File: config.mk
export PLATFORM = sky130hd
export DESIGN_NAME = meter_frame_builder_crc16
export DESIGN_NICKNAME = d
export VERILOG_FILES = /design/src/sv/mfb_pkg.sv /design/src/sv/meter_frame_builder_crc16.sv /design/src/sv/mfb_fifo.sv /design/src/sv/mfb_front.sv /design/src/sv/mfb_back.sv
export VERILOG_INCLUDE_DIRS = /design/src /design/src/sv
export SDC_FILE = /design/constraint.sdc
export NUM_CORES = 1
export LEC_CHECK = 0
export ABC_AREA = 1
export BUFFER_PORTS_ARGS = -buffer_cell sky130_fd_sc_hd__clkbuf_2
export CORE_AREA = 5 5 325 295
export DETAILED_ROUTE_END_ITERATION = 12
export DIE_AREA = 0 0 330 300
export PLACE_DENSITY = 0.48
export SYNTH_ARGS = -nofsm -noshare
export SYNTH_HDL_FRONTEND = slang
export SYNTH_SLANG_ARGS = --single-unit
File: constraint.sdc
create_clock -name clk -period 15.41 [get_ports clk]
set_clock_uncertainty 0.05 [all_clocks]
set_input_delay 3.082 -clock clk [delete_from_list [all_inputs] [get_ports clk]]
set_output_delay 3.082 -clock clk [all_outputs]
set_load 0.005 [all_outputs]
File: src/sv/meter_frame_builder_crc16_macros.svh
// Assertion macros used by the meter frame builder top level.
`ifndef METER_FRAME_BUILDER_CRC16_MACROS_SVH
`define METER_FRAME_BUILDER_CRC16_MACROS_SVH

// Same-cycle implication, disabled during reset.
`define MFB_ASSERT_NOW(label, clk, rst_n, ante, cons, msg) \
	label: assert property (@(posedge clk) disable iff (!(rst_n)) (ante) |-> (cons)) \
		else $error(msg);

// Next-cycle implication, disabled during reset.
`define MFB_ASSERT_NEXT(label, clk, rst_n, ante, cons, msg) \
	label: assert property (@(posedge clk) disable iff (!(rst_n)) (ante) |=> (cons)) \
		else $error(msg);

`endif

File: src/sv/mfb_pkg.sv
// Types, constants and CRC function of the meter frame builder.
`default_nettype none
package mfb_pkg;

	localparam logic [7:0]  START_BYTE      = 8'h68;
	localparam logic [7:0]  END_BYTE        = 8'h16;
	localparam logic [7:0]  TYPE_BYTE       = 8'h00;
	localparam logic [7:0]  SEQ_BYTE        = 8'h00;
	localparam logic [15:0] LEN_FIELD_BIAS  = 16'd18;
	localparam logic [7:0]  VERSION_RESET   = 8'h0A;
	localparam logic [15:0] CRC_INIT_RESET  = 16'hFFFF;
	localparam logic [15:0] CRC_POLY        = 16'h1021;
	localparam logic [15:0] CRC_POLY_REFL   = 16'h8408;
	localparam int          HDR_BYTES       = 15;
	localparam int          MAX_PAYLOAD_DEF = 182;
	localparam int          QUEUE_DEPTH_DEF = 4;

	localparam int IN_DATA_W  = 96;
	localparam int OUT_DATA_W = 8;
	localparam int CFG_DATA_W = 16;

	typedef enum logic [1:0] {
		CFG_VERSION     = 2'd0,
		CFG_CRC_INIT    = 2'd1,
		CFG_CRC_REFLECT = 2'd2
	} cfg_idx_t;

	typedef enum logic {
		CMD_HEADER  = 1'b0,
		CMD_PAYLOAD = 1'b1
	} cmd_t;

	typedef enum logic [1:0] {
		OP_HDR = 2'd0,
		OP_PAY = 2'd1,
		OP_REJ = 2'd2
	} op_kind_t;

	// One queued operation for the back end.
	typedef struct packed {
		op_kind_t    kind;
		logic        tail;      // close the frame after this op
		logic [47:0] meter_id;
		logic [15:0] data_id;
		logic [7:0]  control_code;
		logic [15:0] frame_len; // payload length plus overhead
		logic [7:0]  data;      // payload byte
	} mfb_op_t;

	typedef enum logic [2:0] {
		ST_IDLE   = 3'd0,
		ST_HDR    = 3'd1,
		ST_CRC_LO = 3'd2,
		ST_CRC_HI = 3'd3,
		ST_END    = 3'd4
	} back_state_t;

	// One byte through the CRC-16 register, MSB first or reflected.
	function automatic logic [15:0] crc16_byte(input logic [15:0] crc, input logic [7:0] b,
		input logic reflect);
		logic [15:0] c;
		int i;
		c = crc;
		if (reflect) begin
			c = c ^ {8'h00, b};
			for (i = 0; i < 8; i++) begin
				c = c[0] ? ((c >> 1) ^ CRC_POLY_REFL) : (c >> 1);
			end
		end else begin
			c = c ^ {b, 8'h00};
			for (i = 0; i < 8; i++) begin
				c = c[15] ? ((c << 1) ^ CRC_POLY) : (c << 1);
			end
		end
		return c;
	endfunction

endpackage
`default_nettype wire

File: src/sv/meter_frame_builder_crc16.sv
// Top level of the meter frame builder: config registers, front, queue, back.
// Usage:
//   s_* channel takes one command per transaction. s_tuser = 0 is a header
//   (meter id, data id, control code, payload length), s_tuser = 1 carries
//   one payload byte. Payload bytes with no open frame are taken and dropped.
//   m_* channel delivers one frame byte per transaction; m_tlast marks the
//   closing 0x16 byte, and a rejected header (length above MAX_PAYLOAD) gives
//   one transaction with m_tuser = 1, m_tlast = 1 and data 0.
// Timing:
//   A command reaches m_* through the queue and the output register. Payload
//   bytes stream at 1 per cycle while m_tready is high. A header gives 15
//   output bytes, the CRC and end byte 3 more; the back end serializer sets
//   these figures. The input side runs ahead through a QUEUE_DEPTH-entry
//   command queue and stalls (s_tready low) only when that queue is full.
// Reset (arst_n low): no frame open, queue empty, m_tvalid low, registers
// back to version 0x0A, CRC init 0xFFFF, MSB-first CRC. No clearing pass.
// Receiver stall: the output register holds its byte while m_tready is low;
// the back end waits and the queue fills before input is held off.
`default_nettype none
`include "meter_frame_builder_crc16_macros.svh"
module meter_frame_builder_crc16 #(
	parameter int MAX_PAYLOAD = mfb_pkg::MAX_PAYLOAD_DEF,
	parameter int QUEUE_DEPTH = mfb_pkg::QUEUE_DEPTH_DEF
) (
	input  wire                              clk,
	input  wire                              arst_n,
	// meter_id[47:0], data_id[63:48], control_code[71:64],
	// payload_length[87:72], payload_byte[95:88]
	input  wire [mfb_pkg::IN_DATA_W-1:0]     s_tdata,
	input  wire                              s_tuser,   // cmd
	input  wire                              s_tvalid,
	output logic                             s_tready,
	output logic [mfb_pkg::OUT_DATA_W-1:0]   m_tdata,   // tx_byte[7:0]
	output logic                             m_tlast,   // last
	output logic                             m_tuser,   // rejected
	output logic                             m_tvalid,
	input  wire                              m_tready,
	input  wire                              cfg_we,
	input  wire [1:0]                        cfg_index,
	input  wire [mfb_pkg::CFG_DATA_W-1:0]    cfg_wdata
);
	import mfb_pkg::*;

	logic [7:0]  version_q;
	logic [15:0] crc_init_q;
	logic        crc_reflect_q;

	logic        q_push;
	logic        q_pop;
	logic        q_full;
	logic        q_valid;
	mfb_op_t     q_in;
	mfb_op_t     q_head;

	// configuration registers; the user must write them only while the block is idle, the block does not enforce it
	always_ff @(posedge clk or negedge arst_n) begin
		if (!arst_n) begin
			version_q     <= VERSION_RESET;
			crc_init_q    <= CRC_INIT_RESET;
			crc_reflect_q <= 1'b0;
		end else if (cfg_we) begin
			case (cfg_index)
				CFG_VERSION:     version_q     <= cfg_wdata[7:0];
				CFG_CRC_INIT:    crc_init_q    <= cfg_wdata;
				CFG_CRC_REFLECT: crc_reflect_q <= cfg_wdata[0];
				default:         ;
			endcase
		end
	end

	// front: classify commands and track frame state
	mfb_front #(
		.MAX_PAYLOAD(MAX_PAYLOAD)
	) u_front (
		.clk      (clk),
		.arst_n   (arst_n),
		.s_tvalid (s_tvalid),
		.s_tready (s_tready),
		.s_tdata  (s_tdata),
		.s_tuser  (s_tuser),
		.q_full   (q_full),
		.q_push   (q_push),
		.q_op     (q_in)
	);

	mfb_fifo #(
		.DEPTH(QUEUE_DEPTH)
	) u_queue (
		.clk        (clk),
		.arst_n     (arst_n),
		.push       (q_push),
		.push_op    (q_in),
		.pop        (q_pop),
		.full       (q_full),
		.head_valid (q_valid),
		.head_op    (q_head)
	);

	// back: byte serializer, CRC and output register
	mfb_back u_back (
		.clk          (clk),
		.arst_n       (arst_n),
		.head_valid   (q_valid),
		.head_op      (q_head),
		.q_pop        (q_pop),
		.version_byte (version_q),
		.crc_init     (crc_init_q),
		.crc_reflect  (crc_reflect_q),
		.m_tvalid     (m_tvalid),
		.m_tready     (m_tready),
		.m_tdata      (m_tdata),
		.m_tlast      (m_tlast),
		.m_tuser      (m_tuser)
	);

	`MFB_ASSERT_NOW(a_no_push_full, clk, arst_n, q_push && q_full, 1'b0,
		"push into full command queue")
	`MFB_ASSERT_NOW(a_pop_needs_head, clk, arst_n, q_pop, q_valid,
		"pop from empty command queue")
	`MFB_ASSERT_NOW(a_reject_shape, clk, arst_n, m_tvalid && m_tuser,
		m_tlast && (m_tdata == 8'h00), "rejection must be a single zero last byte")
	`MFB_ASSERT_NOW(a_end_byte, clk, arst_n, m_tvalid && m_tlast && !m_tuser,
		m_tdata == END_BYTE, "frame must close with end byte")

endmodule
`default_nettype wire

File: src/sv/mfb_fifo.sv
// Small operation queue between the front and back ends.
`default_nettype none
module mfb_fifo #(
	parameter int DEPTH = mfb_pkg::QUEUE_DEPTH_DEF
) (
	input  wire             clk,
	input  wire             arst_n,
	input  wire             push,
	input  mfb_pkg::mfb_op_t push_op,
	input  wire             pop,
	output logic            full,
	output logic            head_valid,
	output mfb_pkg::mfb_op_t head_op
);
	import mfb_pkg::*;

	localparam int AW = (DEPTH > 1) ? $clog2(DEPTH) : 1;
	localparam int CW = $clog2(DEPTH + 1);

	mfb_op_t        mem_q [DEPTH];
	logic [AW-1:0]  wr_ptr_q;
	logic [AW-1:0]  rd_ptr_q;
	logic [CW-1:0]  count_q;
	logic           do_push;
	logic           do_pop;

	assign full       = (count_q == CW'(DEPTH));
	assign head_valid = (count_q != '0);
	assign head_op    = mem_q[rd_ptr_q];
	assign do_push    = push && !full;
	assign do_pop     = pop && head_valid;

	always_ff @(posedge clk) begin
		if (do_push) begin
			mem_q[wr_ptr_q] <= push_op;
		end
	end

	always_ff @(posedge clk or negedge arst_n) begin
		if (!arst_n) begin
			wr_ptr_q <= '0;
			rd_ptr_q <= '0;
			count_q  <= '0;
		end else begin
			if (do_push) begin
				wr_ptr_q <= (wr_ptr_q == AW'(DEPTH - 1)) ? '0 : wr_ptr_q + 1'b1;
			end
			if (do_pop) begin
				rd_ptr_q <= (rd_ptr_q == AW'(DEPTH - 1)) ? '0 : rd_ptr_q + 1'b1;
			end
			if (do_push && !do_pop) begin
				count_q <= count_q + 1'b1;
			end else if (!do_push && do_pop) begin
				count_q <= count_q - 1'b1;
			end
		end
	end

endmodule
`default_nettype wire

File: src/sv/mfb_front.sv
// Front end: accepts input items, tracks the open frame, queues operations.
`default_nettype none
module mfb_front #(
	parameter int MAX_PAYLOAD = mfb_pkg::MAX_PAYLOAD_DEF
) (
	input  wire                              clk,
	input  wire                              arst_n,
	input  wire                              s_tvalid,
	output logic                             s_tready,
	input  wire [mfb_pkg::IN_DATA_W-1:0]     s_tdata,
	input  wire                              s_tuser,
	input  wire                              q_full,
	output logic                             q_push,
	output mfb_pkg::mfb_op_t                 q_op
);
	import mfb_pkg::*;

	logic        frame_open_q;
	logic [7:0]  bytes_left_q;
	logic        accept;
	logic [15:0] len;
	logic        too_long;
	logic        pay_tail;

	assign s_tready = !q_full;
	assign accept   = s_tvalid && s_tready;
	assign len      = s_tdata[87:72];
	assign too_long = (len > 16'(MAX_PAYLOAD));
	assign pay_tail = (bytes_left_q <= 8'd1);

	always_comb begin
		q_op.meter_id     = s_tdata[47:0];
		q_op.data_id      = s_tdata[63:48];
		q_op.control_code = s_tdata[71:64];
		q_op.frame_len    = len + LEN_FIELD_BIAS;
		q_op.data         = s_tdata[95:88];
		q_op.kind         = OP_PAY;
		q_op.tail         = pay_tail;
		q_push            = 1'b0;
		if (s_tuser == CMD_HEADER) begin
			q_op.kind = too_long ? OP_REJ : OP_HDR;
			q_op.tail = (len == 16'd0);
			q_push    = accept;
		end else begin
			// payload with no open frame is dropped
			q_push = accept && frame_open_q;
		end
	end

	always_ff @(posedge clk or negedge arst_n) begin
		if (!arst_n) begin
			frame_open_q <= 1'b0;
			bytes_left_q <= '0;
		end else if (accept) begin
			if (s_tuser == CMD_HEADER) begin
				frame_open_q <= !too_long && (len != 16'd0);
				bytes_left_q <= too_long ? 8'd0 : len[7:0];
			end else if (frame_open_q) begin
				frame_open_q <= !pay_tail;
				bytes_left_q <= pay_tail ? 8'd0 : bytes_left_q - 8'd1;
			end
		end
	end

endmodule
`default_nettype wire

File: src/sv/mfb_back.sv
// Back end: serializes queued operations into frame bytes with CRC-16.
`default_nettype none
module mfb_back (
	input  wire                              clk,
	input  wire                              arst_n,
	input  wire                              head_valid,
	input  mfb_pkg::mfb_op_t                 head_op,
	output logic                             q_pop,
	input  wire [7:0]                        version_byte,
	input  wire [15:0]                       crc_init,
	input  wire                              crc_reflect,
	output logic                             m_tvalid,
	input  wire                              m_tready,
	output logic [mfb_pkg::OUT_DATA_W-1:0]   m_tdata,
	output logic                             m_tlast,
	output logic                             m_tuser
);
	import mfb_pkg::*;

	localparam logic [3:0] HDR_LAST = 4'(HDR_BYTES - 1);

	back_state_t state_q, state_nx;
	logic [3:0]  idx_q, idx_nx;
	logic [15:0] crc_q, crc_nx;
	logic        m_tvalid_q;
	logic [7:0]  m_tdata_q;
	logic        m_tlast_q;
	logic        m_tuser_q;
	logic        advance;
	logic        emit;
	logic [7:0]  byte_nx;
	logic        last_nx;
	logic        rej_nx;
	logic [7:0]  hdr_byte;

	assign advance  = !m_tvalid_q || m_tready;
	assign m_tvalid = m_tvalid_q;
	assign m_tdata  = m_tdata_q;
	assign m_tlast  = m_tlast_q;
	assign m_tuser  = m_tuser_q;

	always_comb begin
		case (idx_q)
			4'd1:    hdr_byte = head_op.meter_id[7:0];
			4'd2:    hdr_byte = head_op.meter_id[15:8];
			4'd3:    hdr_byte = head_op.meter_id[23:16];
			4'd4:    hdr_byte = head_op.meter_id[31:24];
			4'd5:    hdr_byte = head_op.meter_id[39:32];
			4'd6:    hdr_byte = head_op.meter_id[47:40];
			4'd7:    hdr_byte = TYPE_BYTE;
			4'd8:    hdr_byte = version_byte;
			4'd9:    hdr_byte = head_op.control_code;
			4'd10:   hdr_byte = head_op.frame_len[7:0];
			4'd11:   hdr_byte = head_op.frame_len[15:8];
			4'd12:   hdr_byte = head_op.data_id[7:0];
			4'd13:   hdr_byte = head_op.data_id[15:8];
			4'd14:   hdr_byte = SEQ_BYTE;
			default: hdr_byte = START_BYTE;
		endcase
	end

	// next state
	always_comb begin
		state_nx = state_q;
		case (state_q)
			ST_IDLE: begin
				if (head_valid && advance) begin
					case (head_op.kind)
						OP_HDR:  state_nx = ST_HDR;
						OP_PAY:  state_nx = head_op.tail ? ST_CRC_LO : ST_IDLE;
						default: state_nx = ST_IDLE;
					endcase
				end
			end
			ST_HDR: begin
				if (advance && idx_q == HDR_LAST) begin
					state_nx = head_op.tail ? ST_CRC_LO : ST_IDLE;
				end
			end
			ST_CRC_LO: if (advance) state_nx = ST_CRC_HI;
			ST_CRC_HI: if (advance) state_nx = ST_END;
			ST_END:    if (advance) state_nx = ST_IDLE;
			default:   state_nx = ST_IDLE;
		endcase
	end

	// outputs
	always_comb begin
		emit    = 1'b0;
		byte_nx = 8'h00;
		last_nx = 1'b0;
		rej_nx  = 1'b0;
		q_pop   = 1'b0;
		crc_nx  = crc_q;
		idx_nx  = idx_q;
		case (state_q)
			ST_IDLE: begin
				if (head_valid && advance) begin
					emit = 1'b1;
					case (head_op.kind)
						OP_HDR: begin
							byte_nx = START_BYTE;
							crc_nx  = crc16_byte(crc_init, START_BYTE, crc_reflect);
							idx_nx  = 4'd1;
						end
						OP_PAY: begin
							byte_nx = head_op.data;
							crc_nx  = crc16_byte(crc_q, head_op.data, crc_reflect);
							q_pop   = 1'b1;
						end
						default: begin
							last_nx = 1'b1;
							rej_nx  = 1'b1;
							q_pop   = 1'b1;
						end
					endcase
				end
			end
			ST_HDR: begin
				if (advance) begin
					emit    = 1'b1;
					byte_nx = hdr_byte;
					crc_nx  = crc16_byte(crc_q, hdr_byte, crc_reflect);
					idx_nx  = idx_q + 4'd1;
					q_pop   = (idx_q == HDR_LAST);
				end
			end
			ST_CRC_LO: begin
				emit    = advance;
				byte_nx = crc_q[7:0];
			end
			ST_CRC_HI: begin
				emit    = advance;
				byte_nx = crc_q[15:8];
			end
			ST_END: begin
				emit    = advance;
				byte_nx = END_BYTE;
				last_nx = 1'b1;
			end
			default: begin
				emit = 1'b0;
			end
		endcase
	end

	always_ff @(posedge clk or negedge arst_n) begin
		if (!arst_n) begin
			state_q    <= ST_IDLE;
			idx_q      <= '0;
			crc_q      <= '0;
			m_tvalid_q <= 1'b0;
		end else begin
			state_q <= state_nx;
			idx_q   <= idx_nx;
			crc_q   <= crc_nx;
			if (advance) begin
				m_tvalid_q <= emit;
			end
		end
	end

	always_ff @(posedge clk) begin
		if (advance && emit) begin
			m_tdata_q <= byte_nx;
			m_tlast_q <= last_nx;
			m_tuser_q <= rej_nx;
		end
	end

endmodule
`default_nettype wire

==> metrics.md <==
| Metric | Value |
|---|---|
| Status | `completed` |
| Max Fclk | `0.1824 GHz` |
| Post-Synthesis Net Count | `2,585` |
| Final WL | `69,160 um` |
| Switching part of the total | `0.4385` |
| CTS tree | `done` |
| Count of pins over their slew limit | `0` |
| Buffers on Ports | `131` |
| Pin count of the biggest net entering global routing | `170` |
| CP endpoint kind | `flop` |
| Pwr Density | `201.6 mW/mm^2` |
| Tmin final | `5484 ps` |
| Leak Pwr | `11.09 nW` |
| Worst-skew pair later-pin latency | `610 ps` |
| WP data required | `15,590 ps` |
| Initial antenna violation count | `14` |
| Maximum VDD drop | `0.00009778 V` |
| Synth warn | `0` |
| Crit-path max cell delay | `780 ps` |
| Max-cap violations | `0` |
| Row count | `106` |
| Final period utilization | `0.3559` |
| Layout area overhead | `15.92%` |
| IO Count | `132` |
| Starting Density | `0.2476` |
| Comb power frac | `0.436` |
| DR iter-0 viols | `1,299` |
| Placeable Area | `0.09218 mm^2` |
| Seq pwr share | `0.334` |
| Slew margin rel. | `0.1424` |
| Post-synthesis cell type count | `50` |
| Post-CTS Hold Fix Bufs | `0` |
| Die Wd | `330 um` |
| Psw | `2.338 mW` |
| Post-Syn Instances | `2,451` |
| Synthesized area | `0.02282 mm^2` |
| Worst slew pin tran | `1286 ps` |
| Final setup fails | `0` |
| First-pass GRT wire length | `102,800 um` |
| Gpl congestion | `0.8611` |
| Post-CTS sizing | `0` |
| R2R depth | `18` |
| Hold slack | `460.8 ps` |
| Routed len/inst | `17.96 um` |
| Vias/cell | `4.325` |
| Setup TNS | `0 ps` |
| Hold path cells | `1` |
| Deepest clock path buffer count | `3` |
| Final hold violations | `0` |
| GRT overflow | `0` |
| CP arrival | `5660 ps` |
| Root buffer cell | `clkbuf_16` |
| Synth Flop Type | `edfxtp_1` |
| Die H | `300 um` |
| WS Path Type | `input port to flop` |
| Crit-path max FO | `56` |
| EDFF count, synth | `406` |
| Number of global-route vias before repair | `15,950` |
| CTS buffer count | `53` |
| Startpoint types | `input port` |
| DRC Markers | `0` |
| Ratio of cells with drive above 1 in the final layout | `0.1118` |
| Flops & latches, synth | `471` |
| Register area share after synthesis | `0.6065` |
| Post-DRT Antenna Nets | `0` |
| Unrepaired setup endpoints after global routing | `no` |
| Hpwl dp | `45,830 um` |
| Die ar. | `0.09900 mm^2` |
| Vias | `16,652` |
| Critical-path top delay cell | `buf_4` |
| Internal power | `2.994 mW` |
| Htree depth | `2` |
| Fraction of registers with async set/reset | `0.1380` |
| Clk network pwr share | `0.231` |
| Avg Cell Area, Syn | `9.310 um^2` |
| Cell mode on critical path | `buf_4` |
| CP cell instances | `clkbuf_2, inv_1, nor2_1, nor2_1, buf_4, inv_1, nor2_4, buf_4, buf_4` |
| Worst-path clk slew | `60 ps` |
| Final Util | `0.2870` |
| DR pass1 iterations | `6` |
| Total track usage | `0.1367` |
| Clock sinks | `471` |
| Hold Crit Class | `flop to flop` |
| Fin nets | `2,696` |
| Post-CTS setup buffers | `0` |
==> critical path, delay by kind of cell <==
family / cells / cell delay [ps]
buf+inv: 6 / 2030
simple gates: 3 / 470
==> flip-flops by register name, indices dropped and copies added, names as in the netlist, 4 cells and up <==
register / count
crc_init_q: 16
u_back.crc_q: 16
u_back.idx_q: 4
u_back.m_tdata: 8
u_front.bytes_left_q: 8
u_queue.mem_q: 396
version_q: 8
==> placed cells by master (no fill, tap or decap), types with 8 or more instances in the layout <==
cell type	instances
nor2_1	191
edfxtp_1	406
nor3_1	9
nand3_1	193
dfstp_2	18
clkbuf_2	130
ha_1	13
o21ai_1	46
nand2_1	839
xnor2_1	18
buf_4	20
o21ai_0	122
nand4_1	20
inv_1	246
clkinv_2	10
clkinv_1	18
a21oi_1	45
dfrtp_1	45
clkbuf_16	53
xor2_1	42
a31oi_1	8
==> routing by layer <==
metal  part of all wire  vias to the layer above  routed length [um]  global-route usage
met3              0.054                      103                3750             0.02611
met2               0.46                      400               31610              0.2166
met1               0.46                     7827               31910              0.1903
met5            0.00075                        -                  52                   0
li1                   -                     8314                   -                   -
met4              0.027                        8                1834             0.04169
==> cell families (layout without fill, tap and decap cells) <==
logic type	after synthesis	in the layout	synth area share
AOI/OAI and AO/OA	256	256	0.06114
xor gates and xnor gates	68	68	0.02873
adders and majority gates	14	14	0.008005
buffers and inverters	350	502	0.06338
DFF	471	471	0.6065
muxes	8	8	0.003893
other	0	5	0
and+or+nand+nor	1284	1284	0.2283
==> cells in the mapped netlist (2+ instances only) <==
master,n,area [um^2]
o21ai_0,122,610.6
dfstp_2,18,473.0
xor2_2,6,97.59
nand3_1,193,965.9
o21bai_1,3,22.52
o2111ai_1,7,61.31
a22o_1,2,17.52
clkinv_1,3,11.26
nor3b_1,2,15.01
nor3_1,10,50.05
buf_1,12,45.04
inv_2,5,18.77
o21ai_1,46,230.2
mux2_2,7,78.83
dfrtp_1,47,1176
a21oi_1,45,225.2
clkbuf_1,29,108.9
xnor2_2,2,32.53
nor2_1,195,732.0
o22ai_1,4,25.02
edfxtp_1,406,12190
buf_2,37,185.2
a22oi_1,7,52.55
nand4_1,20,125.1
a21boi_1,2,15.01
or2_2,2,12.51
o211ai_1,6,45.04
nor4_1,5,31.28
nor2_2,7,43.79
buf_4,13,97.59
nand2_2,4,25.02
nand3_2,2,20.02
xnor2_1,18,157.7
buf_6,5,56.30
ha_1,13,162.7
inv_1,246,923.4
xor2_1,42,367.9
a31oi_1,8,50.05
nand2_1,839,3149
==> per-stage QoR <==
step / std cells / power (mW) / area (um^2) / setup WS (ps)
floorplan: 2451 / 3.429 / 22820 / 6989
global placement: 3749 / 4.132 / 24760 / 9196
detailed placement: 3749 / 4.130 / 24760 / 9216
CTS: 3845 / 5.381 / 26440 / 9850
global route: 3847 / 5.738 / 26440 / 9749
finish: 3850 / 5.332 / 26450 / 9926
==> area by class of cell <==
cell class,instances,area (um^2)
sequential,471,13850
antenna,5,12.51
tap,1242,1554
clock inverter,38,332.8
multi-input combinational,1630,7574
fill,9724,65720
clock buffer,58,1345
timing repair buffer,152,825.8
inverter,254,959.7
==> power groups by stage <==
stage          clock, mW  combinational [mW]  sequential [mW]
2_1_floorplan          0                1.73             1.70
3_3_place_gp           0                2.32             1.81
3_5_place_dp           0                2.32             1.81
4_1_cts             1.26                2.33             1.78
5_1_grt             1.32                2.62             1.80
6_report            1.23                2.32             1.78
==> worst paths after layout <==
| path | start | endpoint | slack, ps |
|---|---|---|---|
| worst min register to register | u_queue.count_q[2] | u_queue.count_q[2] | 460 |
| max in group asynchronous | arst_n | u_queue.rd_ptr_q[0] | 11930 |
| worst max register to register | u_queue.rd_ptr_q[0] | u_back.crc_q[6] | 10470 |
| worst min-delay path | u_queue.count_q[2] | u_queue.count_q[2] | 460 |
| worst max-delay path | s_tuser | u_queue.mem_q[2][89] | 9930 |
| min in group asynchronous | arst_n | version_q[6] | 2660 |
Note: power is estimated with default switching activity, not from simulation.
